**config.mk**
```make
export PLATFORM = sky130hd
export DESIGN_NAME = telemetry_frame_log_summarizer
export DESIGN_NICKNAME = d
export VERILOG_FILES = /design/src/hdl/tfls_pkg.sv /design/src/hdl/tfls_div.sv /design/src/hdl/tfls_queue.sv /design/src/hdl/tfls_front.sv /design/src/hdl/tfls_back.sv /design/src/hdl/telemetry_frame_log_summarizer.sv
export SDC_FILE = /design/constraint.sdc
export NUM_CORES = 2
export LEC_CHECK = 0
export ABC_AREA = 1
export ABC_CLOCK_PERIOD_IN_PS = 15600
export BUFFER_PORTS_ARGS = -buffer_cell sky130_fd_sc_hd__buf_2
export CORE_AREA = 2 2 312 314
export CTS_BUF_LIST = sky130_fd_sc_hd__clkbuf_4 sky130_fd_sc_hd__clkbuf_8
export DETAILED_ROUTE_END_ITERATION = 10
export DIE_AREA = 0 0 314 316
export PLACE_DENSITY = 0.87
export SYNTH_ARGS = -nofsm -noshare
export SYNTH_HDL_FRONTEND = slang
export SYNTH_SLANG_ARGS = --single-unit
```
**constraint.sdc**
```tcl
create_clock -name clk -period 15.6 [get_ports clk]
set_input_delay 1.56 -clock clk [delete_from_list [all_inputs] [get_ports clk]]
set_output_delay 1.56 -clock clk [all_outputs]
set_load 0.02 [all_outputs]
```
**src/hdl/tfls_pkg.sv**
```systemverilog
// Shared types and constants for the telemetry frame log summarizer.
// Used by every module of the block; depends on nothing else.
`default_nettype none

package tfls_pkg;

  // Frame window limit and field widths.
  localparam int FRAME_CAP   = 1024;
  localparam int COUNT_W     = 11;
  localparam int TS_W        = 48;
  localparam int SEQ_W       = 32;
  localparam int VOLT_W      = 17;
  localparam int MV_W        = 16;
  localparam int CURR_W      = 17;
  localparam int TEMP_W      = 12;
  localparam int TOTAL_W     = 22;
  localparam int GPS_W       = 8;
  localparam int SATS_W      = 8;
  localparam int STATUS_W    = 4;
  localparam int RATE_W      = 30;

  // Serial divider: quotient bits, and the scale that turns frames per ms into mHz.
  localparam int DIV_W       = 30;
  localparam int RATE_SCALE  = 1000000;

  // Queue between the front and back ends.
  localparam int QUEUE_DEPTH = 2;

  // Configuration port.
  localparam int CFG_DATA_W  = 32;
  localparam int CFG_ADDR_W  = 4;

  // Register reset values.
  localparam int LOW_VOLTAGE_RST = 22000;
  localparam int TEMP_MIN_RST    = -400;
  localparam int TEMP_MAX_RST    = 1200;
  localparam int FRAME_LIMIT_RST = 1024;

  typedef enum logic [1:0] {
    REG_LOW_VOLTAGE,
    REG_TEMP_MIN,
    REG_TEMP_MAX,
    REG_FRAME_LIMIT
  } reg_index_t;

  typedef enum logic [STATUS_W-1:0] {
    ST_OK,
    ST_VOLTAGE,
    ST_CURRENT,
    ST_TEMP,
    ST_GPS,
    ST_SATS,
    ST_SEQUENCE,
    ST_TIMESTAMP,
    ST_NO_ELAPSED
  } status_t;

  typedef struct packed {
    logic [MV_W-1:0]           low_voltage_mv;
    logic signed [TEMP_W-1:0]  temp_min_tenths;
    logic signed [TEMP_W-1:0]  temp_max_tenths;
    logic [COUNT_W-1:0]        frame_limit;
  } cfg_t;

  // One result to produce: an error or empty status, or a summary to finish.
  typedef struct packed {
    status_t                    status;
    logic [COUNT_W-1:0]         frames;
    logic [MV_W-1:0]            vmin;
    logic [MV_W-1:0]            vmax;
    logic signed [TOTAL_W-1:0]  total;
    logic [COUNT_W-1:0]         low_count;
    logic [TS_W-1:0]            elapsed;
  } job_t;

endpackage

`default_nettype wire

```
**src/hdl/tfls_div.sv**
```systemverilog
// Restoring serial divider, one quotient bit per cycle.
// Depends on tfls_pkg for its widths.
`default_nettype none

module tfls_div (
  input  wire logic                        clk,
  input  wire logic                        rst_n,
  input  wire logic                        start,
  input  wire logic [tfls_pkg::DIV_W-1:0]  dividend,
  input  wire logic [tfls_pkg::TS_W-1:0]   divisor,
  output logic                             done,
  output logic [tfls_pkg::DIV_W-1:0]       quotient
);

  localparam int CNT_W = $clog2(tfls_pkg::DIV_W);

  logic [tfls_pkg::TS_W-1:0]   rem_r, rem_nxt;
  logic [tfls_pkg::TS_W-1:0]   dsr_r;
  logic [tfls_pkg::DIV_W-1:0]  quo_r, quo_nxt;
  logic [CNT_W-1:0]            cnt_r;
  logic                        busy_r;
  logic                        done_r;
  logic [tfls_pkg::TS_W:0]     rem_sh;
  logic [tfls_pkg::TS_W:0]     rem_sub;

  // One step: shift in the next dividend bit and subtract the divisor if it fits.
  always_comb begin
    rem_sh  = {rem_r, quo_r[tfls_pkg::DIV_W-1]};
    rem_sub = rem_sh - {1'b0, dsr_r};
    if (!rem_sub[tfls_pkg::TS_W]) begin
      rem_nxt = rem_sub[tfls_pkg::TS_W-1:0];
      quo_nxt = {quo_r[tfls_pkg::DIV_W-2:0], 1'b1};
    end else begin
      rem_nxt = rem_sh[tfls_pkg::TS_W-1:0];
      quo_nxt = {quo_r[tfls_pkg::DIV_W-2:0], 1'b0};
    end
  end

  // Control state.
  always_ff @(posedge clk) begin
    if (!rst_n) begin
      busy_r <= 1'b0;
      done_r <= 1'b0;
      cnt_r  <= '0;
    end else begin
      done_r <= 1'b0;
      if (start) begin
        busy_r <= 1'b1;
        cnt_r  <= '0;
      end else if (busy_r) begin
        cnt_r <= cnt_r + CNT_W'(1);
        if (cnt_r == CNT_W'(tfls_pkg::DIV_W - 1)) begin
          busy_r <= 1'b0;
          done_r <= 1'b1;
        end
      end
    end
  end

  // Datapath: the quotient register starts out holding the dividend.
  always_ff @(posedge clk) begin
    if (start) begin
      rem_r <= '0;
      quo_r <= dividend;
      dsr_r <= divisor;
    end else if (busy_r) begin
      rem_r <= rem_nxt;
      quo_r <= quo_nxt;
    end
  end

  assign done     = done_r;
  assign quotient = quo_r;

endmodule

`default_nettype wire

```
**src/hdl/tfls_queue.sv**
```systemverilog
// Short job queue between the frame checker and the result builder.
// Depends on tfls_pkg for the job type and depth.
`default_nettype none

module tfls_queue (
  input  wire logic            clk,
  input  wire logic            rst_n,
  input  wire logic            push,
  input  wire tfls_pkg::job_t  push_job,
  output logic                 full,
  input  wire logic            pop,
  output tfls_pkg::job_t       pop_job,
  output logic                 empty
);

  localparam int PTR_W = (tfls_pkg::QUEUE_DEPTH > 1) ? $clog2(tfls_pkg::QUEUE_DEPTH) : 1;
  localparam int CNT_W = $clog2(tfls_pkg::QUEUE_DEPTH + 1);

  tfls_pkg::job_t      slot_r [tfls_pkg::QUEUE_DEPTH];
  logic [PTR_W-1:0]    wr_ptr_r;
  logic [PTR_W-1:0]    rd_ptr_r;
  logic [CNT_W-1:0]    count_r;

  assign full    = (count_r == CNT_W'(tfls_pkg::QUEUE_DEPTH));
  assign empty   = (count_r == '0);
  assign pop_job = slot_r[rd_ptr_r];

  // Pointers and fill count.
  always_ff @(posedge clk) begin
    if (!rst_n) begin
      wr_ptr_r <= '0;
      rd_ptr_r <= '0;
      count_r  <= '0;
    end else begin
      if (push) begin
        wr_ptr_r <= (wr_ptr_r == PTR_W'(tfls_pkg::QUEUE_DEPTH - 1)) ? '0 : wr_ptr_r + PTR_W'(1);
      end
      if (pop) begin
        rd_ptr_r <= (rd_ptr_r == PTR_W'(tfls_pkg::QUEUE_DEPTH - 1)) ? '0 : rd_ptr_r + PTR_W'(1);
      end
      if (push && !pop) begin
        count_r <= count_r + CNT_W'(1);
      end else if (pop && !push) begin
        count_r <= count_r - CNT_W'(1);
      end
    end
  end

  // Storage.
  always_ff @(posedge clk) begin
    if (push) begin
      slot_r[wr_ptr_r] <= push_job;
    end
  end

endmodule

`default_nettype wire

```
**src/hdl/tfls_front.sv**
```systemverilog
// Frame checker: validates each frame, keeps the running log statistics and
// queues a job for every result. Depends on tfls_pkg.
`default_nettype none

module tfls_front (
  input  wire logic                               clk,
  input  wire logic                               rst_n,
  input  wire tfls_pkg::cfg_t                     cfg,
  input  wire logic                               in_valid,
  output logic                                    in_ready,
  input  wire logic [tfls_pkg::TS_W-1:0]          in_timestamp_ms,
  input  wire logic signed [tfls_pkg::SEQ_W-1:0]  in_sequence_number,
  input  wire logic signed [tfls_pkg::VOLT_W-1:0] in_voltage_mv,
  input  wire logic signed [tfls_pkg::CURR_W-1:0] in_current_ma,
  input  wire logic signed [tfls_pkg::TEMP_W-1:0] in_temperature_tenths,
  input  wire logic [tfls_pkg::GPS_W-1:0]         in_gps_fix,
  input  wire logic signed [tfls_pkg::SATS_W-1:0] in_satellites,
  input  wire logic                               in_last_frame,
  input  wire logic                               q_full,
  output logic                                    push,
  output tfls_pkg::job_t                          job
);

  localparam int CW = tfls_pkg::COUNT_W;

  logic [CW-1:0]                        frame_counter_r, frame_counter_nxt;
  logic [tfls_pkg::TS_W-1:0]            first_time_r, first_time_nxt;
  logic [tfls_pkg::TS_W-1:0]            previous_time_r, previous_time_nxt;
  logic [tfls_pkg::SEQ_W-1:0]           previous_sequence_r, previous_sequence_nxt;
  logic [tfls_pkg::MV_W-1:0]            min_voltage_r, min_voltage_nxt;
  logic [tfls_pkg::MV_W-1:0]            max_voltage_r, max_voltage_nxt;
  logic signed [tfls_pkg::TOTAL_W-1:0]  temperature_total_r, temperature_total_nxt;
  logic [CW-1:0]                        low_counter_r, low_counter_nxt;
  logic                                 error_seen_r, error_seen_nxt;

  logic                                 accept;
  logic [CW-1:0]                        limit;
  logic                                 in_window;
  logic [tfls_pkg::SEQ_W-1:0]           seq_expect;
  logic [tfls_pkg::MV_W-1:0]            volt_u;
  tfls_pkg::status_t                    status;

  // Values after this frame is summarized.
  logic [CW-1:0]                        upd_counter;
  logic [tfls_pkg::TS_W-1:0]            upd_first;
  logic [tfls_pkg::TS_W-1:0]            upd_prev;
  logic [tfls_pkg::SEQ_W-1:0]           upd_seq;
  logic [tfls_pkg::MV_W-1:0]            upd_min;
  logic [tfls_pkg::MV_W-1:0]            upd_max;
  logic signed [tfls_pkg::TOTAL_W-1:0]  upd_total;
  logic [CW-1:0]                        upd_low;
  logic [tfls_pkg::TS_W:0]              elapsed_full;
  logic                                 no_elapsed;

  assign in_ready = !q_full;
  assign accept   = in_valid && in_ready;
  assign volt_u   = in_voltage_mv[tfls_pkg::MV_W-1:0];

  // Effective frame limit, clamped to one through the maximum.
  always_comb begin
    if (cfg.frame_limit == '0) begin
      limit = CW'(1);
    end else if (cfg.frame_limit > CW'(tfls_pkg::FRAME_CAP)) begin
      limit = CW'(tfls_pkg::FRAME_CAP);
    end else begin
      limit = cfg.frame_limit;
    end
  end

  assign in_window  = (frame_counter_r < limit);
  assign seq_expect = previous_sequence_r + tfls_pkg::SEQ_W'(1);

  // Field checks in priority order; sequence and time only inside the window.
  always_comb begin
    priority if (in_voltage_mv <= $signed(tfls_pkg::VOLT_W'(0))) begin
      status = tfls_pkg::ST_VOLTAGE;
    end else if (in_current_ma[tfls_pkg::CURR_W-1]) begin
      status = tfls_pkg::ST_CURRENT;
    end else if ((in_temperature_tenths < cfg.temp_min_tenths) ||
                 (in_temperature_tenths > cfg.temp_max_tenths)) begin
      status = tfls_pkg::ST_TEMP;
    end else if (in_gps_fix > tfls_pkg::GPS_W'(1)) begin
      status = tfls_pkg::ST_GPS;
    end else if (in_satellites[tfls_pkg::SATS_W-1]) begin
      status = tfls_pkg::ST_SATS;
    end else if (in_window && (frame_counter_r != '0) &&
                 (tfls_pkg::SEQ_W'(in_sequence_number) != seq_expect)) begin
      status = tfls_pkg::ST_SEQUENCE;
    end else if (in_window && (frame_counter_r != '0) &&
                 (in_timestamp_ms <= previous_time_r)) begin
      status = tfls_pkg::ST_TIMESTAMP;
    end else begin
      status = tfls_pkg::ST_OK;
    end
  end

  // Statistics as they stand once a good frame inside the window is counted.
  always_comb begin
    upd_counter = frame_counter_r;
    upd_first   = first_time_r;
    upd_prev    = previous_time_r;
    upd_seq     = previous_sequence_r;
    upd_min     = min_voltage_r;
    upd_max     = max_voltage_r;
    upd_total   = temperature_total_r;
    upd_low     = low_counter_r;
    if (in_window) begin
      if (frame_counter_r == '0) begin
        upd_first = in_timestamp_ms;
        upd_min   = volt_u;
        upd_max   = volt_u;
      end else begin
        if (volt_u < min_voltage_r) begin
          upd_min = volt_u;
        end
        if (volt_u > max_voltage_r) begin
          upd_max = volt_u;
        end
      end
      upd_prev    = in_timestamp_ms;
      upd_seq     = tfls_pkg::SEQ_W'(in_sequence_number);
      upd_total   = temperature_total_r +
                    {{(tfls_pkg::TOTAL_W-tfls_pkg::TEMP_W){in_temperature_tenths[tfls_pkg::TEMP_W-1]}},
                     in_temperature_tenths};
      upd_counter = frame_counter_r + CW'(1);
      if (volt_u < cfg.low_voltage_mv) begin
        upd_low = low_counter_r + CW'(1);
      end
    end
  end

  // Elapsed time of the log; fewer than two frames or a zero or negative time means no rate.
  assign elapsed_full = {1'b0, upd_prev} - {1'b0, upd_first};
  assign no_elapsed   = (upd_counter < CW'(2)) || elapsed_full[tfls_pkg::TS_W] ||
                        (elapsed_full == '0);

  // Next state and queued job.
  always_comb begin
    frame_counter_nxt     = frame_counter_r;
    first_time_nxt        = first_time_r;
    previous_time_nxt     = previous_time_r;
    previous_sequence_nxt = previous_sequence_r;
    min_voltage_nxt       = min_voltage_r;
    max_voltage_nxt       = max_voltage_r;
    temperature_total_nxt = temperature_total_r;
    low_counter_nxt       = low_counter_r;
    error_seen_nxt        = error_seen_r;
    push                  = 1'b0;
    job                   = '0;
    job.status            = status;

    if (accept) begin
      if (error_seen_r) begin
        // Rest of a failed log is dropped; its last frame starts a new log.
        if (in_last_frame) begin
          error_seen_nxt = 1'b0;
          frame_counter_nxt = '0; first_time_nxt = '0; previous_time_nxt = '0;
          previous_sequence_nxt = '0; min_voltage_nxt = '0; max_voltage_nxt = '0;
          temperature_total_nxt = '0; low_counter_nxt = '0;
        end
      end else if (status != tfls_pkg::ST_OK) begin
        push = 1'b1;
        if (in_last_frame) begin
          frame_counter_nxt = '0; first_time_nxt = '0; previous_time_nxt = '0;
          previous_sequence_nxt = '0; min_voltage_nxt = '0; max_voltage_nxt = '0;
          temperature_total_nxt = '0; low_counter_nxt = '0;
        end else begin
          error_seen_nxt = 1'b1;
        end
      end else if (in_last_frame) begin
        push = 1'b1;
        if (no_elapsed) begin
          job.status = tfls_pkg::ST_NO_ELAPSED;
        end else begin
          job.frames    = upd_counter;
          job.vmin      = upd_min;
          job.vmax      = upd_max;
          job.total     = upd_total;
          job.low_count = upd_low;
          job.elapsed   = elapsed_full[tfls_pkg::TS_W-1:0];
        end
        frame_counter_nxt = '0; first_time_nxt = '0; previous_time_nxt = '0;
        previous_sequence_nxt = '0; min_voltage_nxt = '0; max_voltage_nxt = '0;
        temperature_total_nxt = '0; low_counter_nxt = '0;
      end else begin
        frame_counter_nxt     = upd_counter;
        first_time_nxt        = upd_first;
        previous_time_nxt     = upd_prev;
        previous_sequence_nxt = upd_seq;
        min_voltage_nxt       = upd_min;
        max_voltage_nxt       = upd_max;
        temperature_total_nxt = upd_total;
        low_counter_nxt       = upd_low;
      end
    end
  end

  // Log state.
  always_ff @(posedge clk) begin
    if (!rst_n) begin
      frame_counter_r     <= '0;
      first_time_r        <= '0;
      previous_time_r     <= '0;
      previous_sequence_r <= '0;
      min_voltage_r       <= '0;
      max_voltage_r       <= '0;
      temperature_total_r <= '0;
      low_counter_r       <= '0;
      error_seen_r        <= 1'b0;
    end else begin
      frame_counter_r     <= frame_counter_nxt;
      first_time_r        <= first_time_nxt;
      previous_time_r     <= previous_time_nxt;
      previous_sequence_r <= previous_sequence_nxt;
      min_voltage_r       <= min_voltage_nxt;
      max_voltage_r       <= max_voltage_nxt;
      temperature_total_r <= temperature_total_nxt;
      low_counter_r       <= low_counter_nxt;
      error_seen_r        <= error_seen_nxt;
    end
  end

endmodule

`default_nettype wire

```
**src/hdl/tfls_back.sv**
```systemverilog
// Result builder: takes jobs from the queue, finishes summaries with the
// shared serial divider and holds the result beat. Depends on tfls_pkg, tfls_div.
`default_nettype none

module tfls_back (
  input  wire logic                                clk,
  input  wire logic                                rst_n,
  input  wire logic                                q_empty,
  input  wire tfls_pkg::job_t                      q_job,
  output logic                                     q_pop,
  output logic                                     out_valid,
  input  wire logic                                out_ready,
  output logic [tfls_pkg::STATUS_W-1:0]            out_status,
  output logic [tfls_pkg::COUNT_W-1:0]             out_frame_count,
  output logic [tfls_pkg::MV_W-1:0]                out_voltage_min_out,
  output logic [tfls_pkg::MV_W-1:0]                out_voltage_max_out,
  output logic signed [tfls_pkg::TEMP_W-1:0]       out_temp_mean,
  output logic [tfls_pkg::COUNT_W-1:0]             out_low_voltage_count,
  output logic [tfls_pkg::RATE_W-1:0]              out_frame_rate_mhz
);

  localparam int PROD_W = tfls_pkg::COUNT_W + 20;

  typedef enum logic [2:0] {
    S_IDLE,
    S_MUL,
    S_RATE,
    S_AVG,
    S_SEND
  } state_t;

  state_t                                 state_r;
  tfls_pkg::job_t                         job_r;
  logic                                   out_valid_r;
  logic [tfls_pkg::STATUS_W-1:0]          status_r;
  logic [tfls_pkg::COUNT_W-1:0]           frames_r;
  logic [tfls_pkg::MV_W-1:0]              vmin_r;
  logic [tfls_pkg::MV_W-1:0]              vmax_r;
  logic signed [tfls_pkg::TEMP_W-1:0]     avg_r;
  logic [tfls_pkg::COUNT_W-1:0]           low_r;
  logic [tfls_pkg::RATE_W-1:0]            rate_r;
  logic [tfls_pkg::RATE_W-1:0]            rate_calc_r;
  logic signed [tfls_pkg::TEMP_W-1:0]     avg_calc_r;
  logic [tfls_pkg::DIV_W-1:0]             div_a_r;
  logic [tfls_pkg::TS_W-1:0]              div_b_r;
  logic                                   div_start_r;

  logic                                   slot_free;
  logic                                   div_done;
  logic [tfls_pkg::DIV_W-1:0]             div_q;
  logic [PROD_W-1:0]                      rate_num;
  logic [tfls_pkg::TOTAL_W-1:0]           total_mag;
  logic [tfls_pkg::TEMP_W-1:0]            avg_mag;

  assign slot_free = !out_valid_r || out_ready;

  // Error and empty jobs go straight to the output; summaries start at once.
  assign q_pop = (state_r == S_IDLE) && !q_empty &&
                 ((q_job.status == tfls_pkg::ST_OK) || slot_free);

  // (frames - 1) * 10^6 stays below 2^30 for any count the window allows.
  assign rate_num  = PROD_W'(job_r.frames - tfls_pkg::COUNT_W'(1)) *
                     PROD_W'(tfls_pkg::RATE_SCALE);
  assign total_mag = job_r.total[tfls_pkg::TOTAL_W-1] ? tfls_pkg::TOTAL_W'(-job_r.total)
                                                      : tfls_pkg::TOTAL_W'(job_r.total);
  assign avg_mag   = div_q[tfls_pkg::TEMP_W-1:0];

  tfls_div u_div (
    .clk      (clk),
    .rst_n    (rst_n),
    .start    (div_start_r),
    .dividend (div_a_r),
    .divisor  (div_b_r),
    .done     (div_done),
    .quotient (div_q)
  );

  // Sequencer and registered result beat. The rate and average are kept
  // apart from the output registers until the summary beat is loaded, so a
  // waiting error beat stays unchanged.
  always_ff @(posedge clk) begin
    if (!rst_n) begin
      state_r     <= S_IDLE;
      out_valid_r <= 1'b0;
      div_start_r <= 1'b0;
    end else begin
      div_start_r <= 1'b0;
      if (out_valid_r && out_ready) begin
        out_valid_r <= 1'b0;
      end
      unique case (state_r)
        S_IDLE: begin
          if (q_pop) begin
            job_r <= q_job;
            if (q_job.status == tfls_pkg::ST_OK) begin
              state_r <= S_MUL;
            end else begin
              out_valid_r <= 1'b1;
              status_r    <= q_job.status;
              frames_r    <= '0;
              vmin_r      <= '0;
              vmax_r      <= '0;
              avg_r       <= '0;
              low_r       <= '0;
              rate_r      <= '0;
            end
          end
        end
        S_MUL: begin
          div_a_r     <= rate_num[tfls_pkg::DIV_W-1:0];
          div_b_r     <= job_r.elapsed;
          div_start_r <= 1'b1;
          state_r     <= S_RATE;
        end
        S_RATE: begin
          if (div_done) begin
            rate_calc_r <= tfls_pkg::RATE_W'(div_q);
            div_a_r     <= tfls_pkg::DIV_W'(total_mag);
            div_b_r     <= tfls_pkg::TS_W'(job_r.frames);
            div_start_r <= 1'b1;
            state_r     <= S_AVG;
          end
        end
        S_AVG: begin
          if (div_done) begin
            // Truncation toward zero: divide the magnitude, then restore the sign.
            avg_calc_r <= job_r.total[tfls_pkg::TOTAL_W-1] ? $signed(-avg_mag)
                                                           : $signed(avg_mag);
            state_r    <= S_SEND;
          end
        end
        S_SEND: begin
          if (slot_free) begin
            out_valid_r <= 1'b1;
            status_r    <= job_r.status;
            frames_r    <= job_r.frames;
            vmin_r      <= job_r.vmin;
            vmax_r      <= job_r.vmax;
            avg_r       <= avg_calc_r;
            low_r       <= job_r.low_count;
            rate_r      <= rate_calc_r;
            state_r     <= S_IDLE;
          end
        end
        default: begin
          state_r <= S_IDLE;
        end
      endcase
    end
  end

  assign out_valid             = out_valid_r;
  assign out_status            = status_r;
  assign out_frame_count       = frames_r;
  assign out_voltage_min_out   = vmin_r;
  assign out_voltage_max_out   = vmax_r;
  assign out_temp_mean         = avg_r;
  assign out_low_voltage_count = low_r;
  assign out_frame_rate_mhz    = rate_r;

endmodule

`default_nettype wire

```
**src/hdl/telemetry_frame_log_summarizer.sv**
```systemverilog
// Top level of the telemetry frame log summarizer: configuration registers,
// frame checker, job queue and result builder. Depends on tfls_pkg and all tfls_ modules.
//
// The block takes one parsed telemetry frame per beat and accepts a new frame
// every cycle while the queue is not full: the checker validates each frame
// and updates the log statistics in the cycle it is accepted. The first failing
// frame of a log, or the last frame of a good log, puts a job into a two-entry queue;
// the result builder takes it when idle (an error job also needs a free output slot).
// An error result is presented on the output in the cycle after its job is
// taken. A summary is presented after S_MUL, S_RATE, S_AVG and S_SEND, the
// shared 30-step serial divider running twice, first for the frame rate and then
// for the average temperature; S_SEND waits for a free output slot. Meanwhile the
// checker keeps accepting frames until the queue holds two further jobs.
`default_nettype none

module telemetry_frame_log_summarizer (
  input  wire logic                                  clk,
  input  wire logic                                  rst_n,
  // Configuration port
  input  wire logic                                  psel,
  input  wire logic                                  penable,
  input  wire logic                                  pwrite,
  input  wire logic [tfls_pkg::CFG_ADDR_W-1:0]       paddr,
  input  wire logic [tfls_pkg::CFG_DATA_W-1:0]       pwdata,
  output logic [tfls_pkg::CFG_DATA_W-1:0]            prdata,
  output logic                                       pready,
  // Frame input
  input  wire logic                                  in_valid,
  output logic                                       in_ready,
  input  wire logic [tfls_pkg::TS_W-1:0]             in_timestamp_ms,
  input  wire logic signed [tfls_pkg::SEQ_W-1:0]     in_sequence_number,
  input  wire logic signed [tfls_pkg::VOLT_W-1:0]    in_voltage_mv,
  input  wire logic signed [tfls_pkg::CURR_W-1:0]    in_current_ma,
  input  wire logic signed [tfls_pkg::TEMP_W-1:0]    in_temperature_tenths,
  input  wire logic [tfls_pkg::GPS_W-1:0]            in_gps_fix,
  input  wire logic signed [tfls_pkg::SATS_W-1:0]    in_satellites,
  input  wire logic                                  in_last_frame,
  // Result output
  output logic                                       out_valid,
  input  wire logic                                  out_ready,
  output logic [tfls_pkg::STATUS_W-1:0]              out_status,
  output logic [tfls_pkg::COUNT_W-1:0]               out_frame_count,
  output logic [tfls_pkg::MV_W-1:0]                  out_voltage_min_out,
  output logic [tfls_pkg::MV_W-1:0]                  out_voltage_max_out,
  output logic signed [tfls_pkg::TEMP_W-1:0]         out_temp_mean,
  output logic [tfls_pkg::COUNT_W-1:0]               out_low_voltage_count,
  output logic [tfls_pkg::RATE_W-1:0]                out_frame_rate_mhz
);

  tfls_pkg::cfg_t       cfg_r;
  tfls_pkg::reg_index_t reg_sel;
  logic                 cfg_write;
  logic                 q_full;
  logic                 q_empty;
  logic                 q_push;
  logic                 q_pop;
  tfls_pkg::job_t       push_job;
  tfls_pkg::job_t       pop_job;

  assign pready    = 1'b1;
  assign reg_sel   = tfls_pkg::reg_index_t'(paddr[3:2]);
  assign cfg_write = psel && penable && pwrite && pready;

  // Configuration registers.
  always_ff @(posedge clk) begin
    if (!rst_n) begin
      cfg_r.low_voltage_mv  <= tfls_pkg::MV_W'(tfls_pkg::LOW_VOLTAGE_RST);
      cfg_r.temp_min_tenths <= tfls_pkg::TEMP_W'(tfls_pkg::TEMP_MIN_RST);
      cfg_r.temp_max_tenths <= tfls_pkg::TEMP_W'(tfls_pkg::TEMP_MAX_RST);
      cfg_r.frame_limit     <= tfls_pkg::COUNT_W'(tfls_pkg::FRAME_LIMIT_RST);
    end else if (cfg_write) begin
      unique case (reg_sel)
        tfls_pkg::REG_LOW_VOLTAGE: cfg_r.low_voltage_mv  <= pwdata[tfls_pkg::MV_W-1:0];
        tfls_pkg::REG_TEMP_MIN:    cfg_r.temp_min_tenths <= pwdata[tfls_pkg::TEMP_W-1:0];
        tfls_pkg::REG_TEMP_MAX:    cfg_r.temp_max_tenths <= pwdata[tfls_pkg::TEMP_W-1:0];
        tfls_pkg::REG_FRAME_LIMIT: cfg_r.frame_limit     <= pwdata[tfls_pkg::COUNT_W-1:0];
        default: ;
      endcase
    end
  end

  // Register read-back.
  always_comb begin
    unique case (reg_sel)
      tfls_pkg::REG_LOW_VOLTAGE: prdata = tfls_pkg::CFG_DATA_W'(cfg_r.low_voltage_mv);
      tfls_pkg::REG_TEMP_MIN:    prdata = tfls_pkg::CFG_DATA_W'(
                                            unsigned'(cfg_r.temp_min_tenths));
      tfls_pkg::REG_TEMP_MAX:    prdata = tfls_pkg::CFG_DATA_W'(
                                            unsigned'(cfg_r.temp_max_tenths));
      tfls_pkg::REG_FRAME_LIMIT: prdata = tfls_pkg::CFG_DATA_W'(cfg_r.frame_limit);
      default:                   prdata = '0;
    endcase
  end

  tfls_front u_front (
    .clk                   (clk),
    .rst_n                 (rst_n),
    .cfg                   (cfg_r),
    .in_valid              (in_valid),
    .in_ready              (in_ready),
    .in_timestamp_ms       (in_timestamp_ms),
    .in_sequence_number    (in_sequence_number),
    .in_voltage_mv         (in_voltage_mv),
    .in_current_ma         (in_current_ma),
    .in_temperature_tenths (in_temperature_tenths),
    .in_gps_fix            (in_gps_fix),
    .in_satellites         (in_satellites),
    .in_last_frame         (in_last_frame),
    .q_full                (q_full),
    .push                  (q_push),
    .job                   (push_job)
  );

  tfls_queue u_queue (
    .clk      (clk),
    .rst_n    (rst_n),
    .push     (q_push),
    .push_job (push_job),
    .full     (q_full),
    .pop      (q_pop),
    .pop_job  (pop_job),
    .empty    (q_empty)
  );

  tfls_back u_back (
    .clk                   (clk),
    .rst_n                 (rst_n),
    .q_empty               (q_empty),
    .q_job                 (pop_job),
    .q_pop                 (q_pop),
    .out_valid             (out_valid),
    .out_ready             (out_ready),
    .out_status            (out_status),
    .out_frame_count       (out_frame_count),
    .out_voltage_min_out   (out_voltage_min_out),
    .out_voltage_max_out   (out_voltage_max_out),
    .out_temp_mean         (out_temp_mean),
    .out_low_voltage_count (out_low_voltage_count),
    .out_frame_rate_mhz    (out_frame_rate_mhz)
  );

endmodule

`default_nettype wire
```
==> metrics <==
global-route usage over all layers 32.1%; global route total overflow 0; #FFs+latches synth 1003; H-tree depth 4; TritonRoute pass-1 iters 7; Antenna Nets Post-Route 0; Comb pwr share 52.2%; count leader, synth nand2_1; port bufs 261; final worst slack 6.22 ns; die height 316 um; post-synth top area cell edfxtp_1; post-CTS setup buffers 0; PD cells 200 nW/um^2; Synth area leaders edfxtp_1, nand2_1, dfxtp_1; Peak VDD IR 0.389 mV; switching power 5930 uW; FP Rows 114; die area 99200 um^2; RD Place Congestion 0.960; TritonCTS clock tree built; met1 Usage GRT 43.4%; average cell area after synthesis 7.97 um^2; Initial Util 63.4%; final setup violation count 0; crit end category register; GRT met3 Usage 5.72%; nets 8322; post-detail-place hpwl 112000 um; first-pass GRT wire length 256000 um; crit-path most repeated cell nand2_1; ys async rst share 0%; die width 314 um; setup TNS 0 ns; total of max-cap violations 0; Routed WL 163000 um; CTS Sinks 1003; max incr delay on CP 0.73 ns; GR peak layer met2; Post-Place Setup Slack 6.54 ns; switching share of total power 44.8%; startpoint types register; GR met2 Demand/Resource 52.4%; Unique masters post-synth 70; pin count of the biggest net entering global routing 186; Clk pwr share 18.3%; worst-path maximum fanout 70; Synth Flop Type edfxtp_1; synth cell count leaders nand2_1, inv_1, nor2_1; core outline area 96000 um^2; DRC violations left 0; synth warn 0; arrival time worst endpoint 9.92 ns; starting DRC count in detailed routing 6338; Fillers 7298; Fin. Hold Viols 0; critical path's slowest cell buf_4; final period utilization 60.1%; critical path type register to register; Worst Skew 0.0684 ns; Worst-Margin Slew 1.26 ns; RSZ-0062 raised after global routing false; register share of total power 29.5%; synthesized instance count 7634; post-synthesis cell area 60800 um^2; # hold bufs at CTS 0; Hold Path Class register to register; Area growth syn-to-layout 8.75%; slew margin rel. 15.8%; clock transition at the registers of the reported paths 0.06 ns; Worst Path Required 16.14 ns; via count 52900; max-slew violations 0; Clk Latency, worst-skew pair 0.89 ns; initial antenna violation count 8; post-CTS sizing 0; EDFF count, synth 682; CTS Buffer Depth 3; Seq/Total Area, Yosys 44.2%; f_max 107 MHz; Tmin final 9.38 ns; I/O Pins 321; Util after Layout 68.9%; Clk Tree Root Cell clkbuf_8; Pleak 0.0294 uW; CTS buffer count 163; vias in the first global route 49200; Internal Power 7310 uW; routed len/inst 17.7 um; status complete, no violations; Yosys top cell area share 33.7%; Vias/cell 5.76; share of cells above drive strength 1 10.7%
-- worst max-delay path, delay by kind of cell, from the launching register on --
kind,cells,cell delay [ns]
compound gates,7,1.91
fa+ha+maj,2,0.79
buf+inv,6,2.70
flops,1,0.34
simple gates,16,3.05
-- power by group through the flow --
stage | registers [uW] | logic, uW | clock network (uW)
after floorplan | 4080 | 4970 | 0
after global placement | 3920 | 6460 | 0
after detailed placement | 3950 | 6730 | 0
after CTS | 3910 | 6820 | 2440
after global routing | 3950 | 7790 | 2550
final | 3910 | 6910 | 2420
-- layer usage --
layer	wire length (um)	up-vias
met2	75600	2566
met4	5130	8
met1	67200	24600
met3	14800	410
met5	50	-
li1	-	25300
-- logic make-up after synthesis --
family                   count (synthesis)  synth area share [%]
multiplexers                           129                  2.39
other                                    2                0.0123
adder cells (fa/ha/maj)                363                  8.14
AO/OA/AOI/OAI                         1235                  11.0
buffers and inverters                 1322                  8.56
flip-flops                            1003                  44.2
AND/OR/NAND/NOR                       3401                  22.9
XOR/XNOR                               179                  2.69
-- layout by cell type, fill, tap and decap left out, types with 17 or more instances in the layout --
master / count
nand2_1: 1927
inv_1: 951
nor2_1: 931
a21oi_1: 691
edfxtp_1: 682
o21ai_0: 350
dfxtp_1: 318
ha_1: 308
buf_2: 260
nand3_1: 218
clkbuf_8: 184
xor2_1: 132
mux2_2: 128
nor3_1: 124
clkbuf_4: 61
nor3_2: 55
fa_1: 55
o211ai_1: 49
buf_4: 47
xnor2_1: 42
nand4_1: 41
a31oi_1: 26
nor4_1: 23
nand3b_1: 23
clkinv_1: 23
o21a_1: 18
nand2_2: 17
clkinv_2: 17
conb_1: 17
-- final timing paths --
check,startpoint,endpoint,slack (ns),cells after the start
max,cfg_r[8],u_queue.slot_r[1][73],6.22,31
min,u_back.div_b_r[45],u_back.u_div.dsr_r[45],0.41,0
max reg2reg,cfg_r[8],u_queue.slot_r[1][73],6.22,31
min reg2reg,u_back.div_b_r[45],u_back.u_div.dsr_r[45],0.41,0
-- through the flow --
| step | hold slack [ns] | instance area (um^2) | total power, uW | std cells |
|---|---|---|---|---|
| after floorplan | 0.400 | 60900 | 9060 | 7649 |
| after global placement | 0.400 | 62700 | 10400 | 8884 |
| after detailed placement | 0.405 | 62700 | 10700 | 8884 |
| after CTS | 0.405 | 66200 | 13200 | 9183 |
| after global routing | 0.420 | 66200 | 14300 | 9184 |
| final | 0.407 | 66200 | 13200 | 9184 |
-- layout make-up --
| cell class | instances | area (um^2) | area share (%) |
|---|---|---|---|
| clock buffers | 245 | 2990 | 4.52 |
| inverters | 973 | 3660 | 5.54 |
| repair buffers | 308 | 1670 | 2.53 |
| diodes | 1 | 2.50 | 0.00378 |
| clock inverters | 54 | 463 | 0.700 |
| flip-flops and latches | 1003 | 26900 | 40.7 |
| multi-input cells | 5324 | 28900 | 43.6 |
| well taps | 1276 | 1600 | 2.41 |
-- state kept, by name, summed over array words and instances, names as in the netlist, 32 cells and up, named ones only --
name / cells
cfg_r: 51
u_back.div_b_r: 48
u_back.job_r: 128
u_back.u_div.dsr_r: 48
u_back.u_div.rem_r: 48
u_front.first_time_r: 48
u_front.previous_sequence_r: 32
u_front.previous_time_r: 48
u_queue.slot_r: 256
No activity file was read; power rests on OpenSTA's default activity.
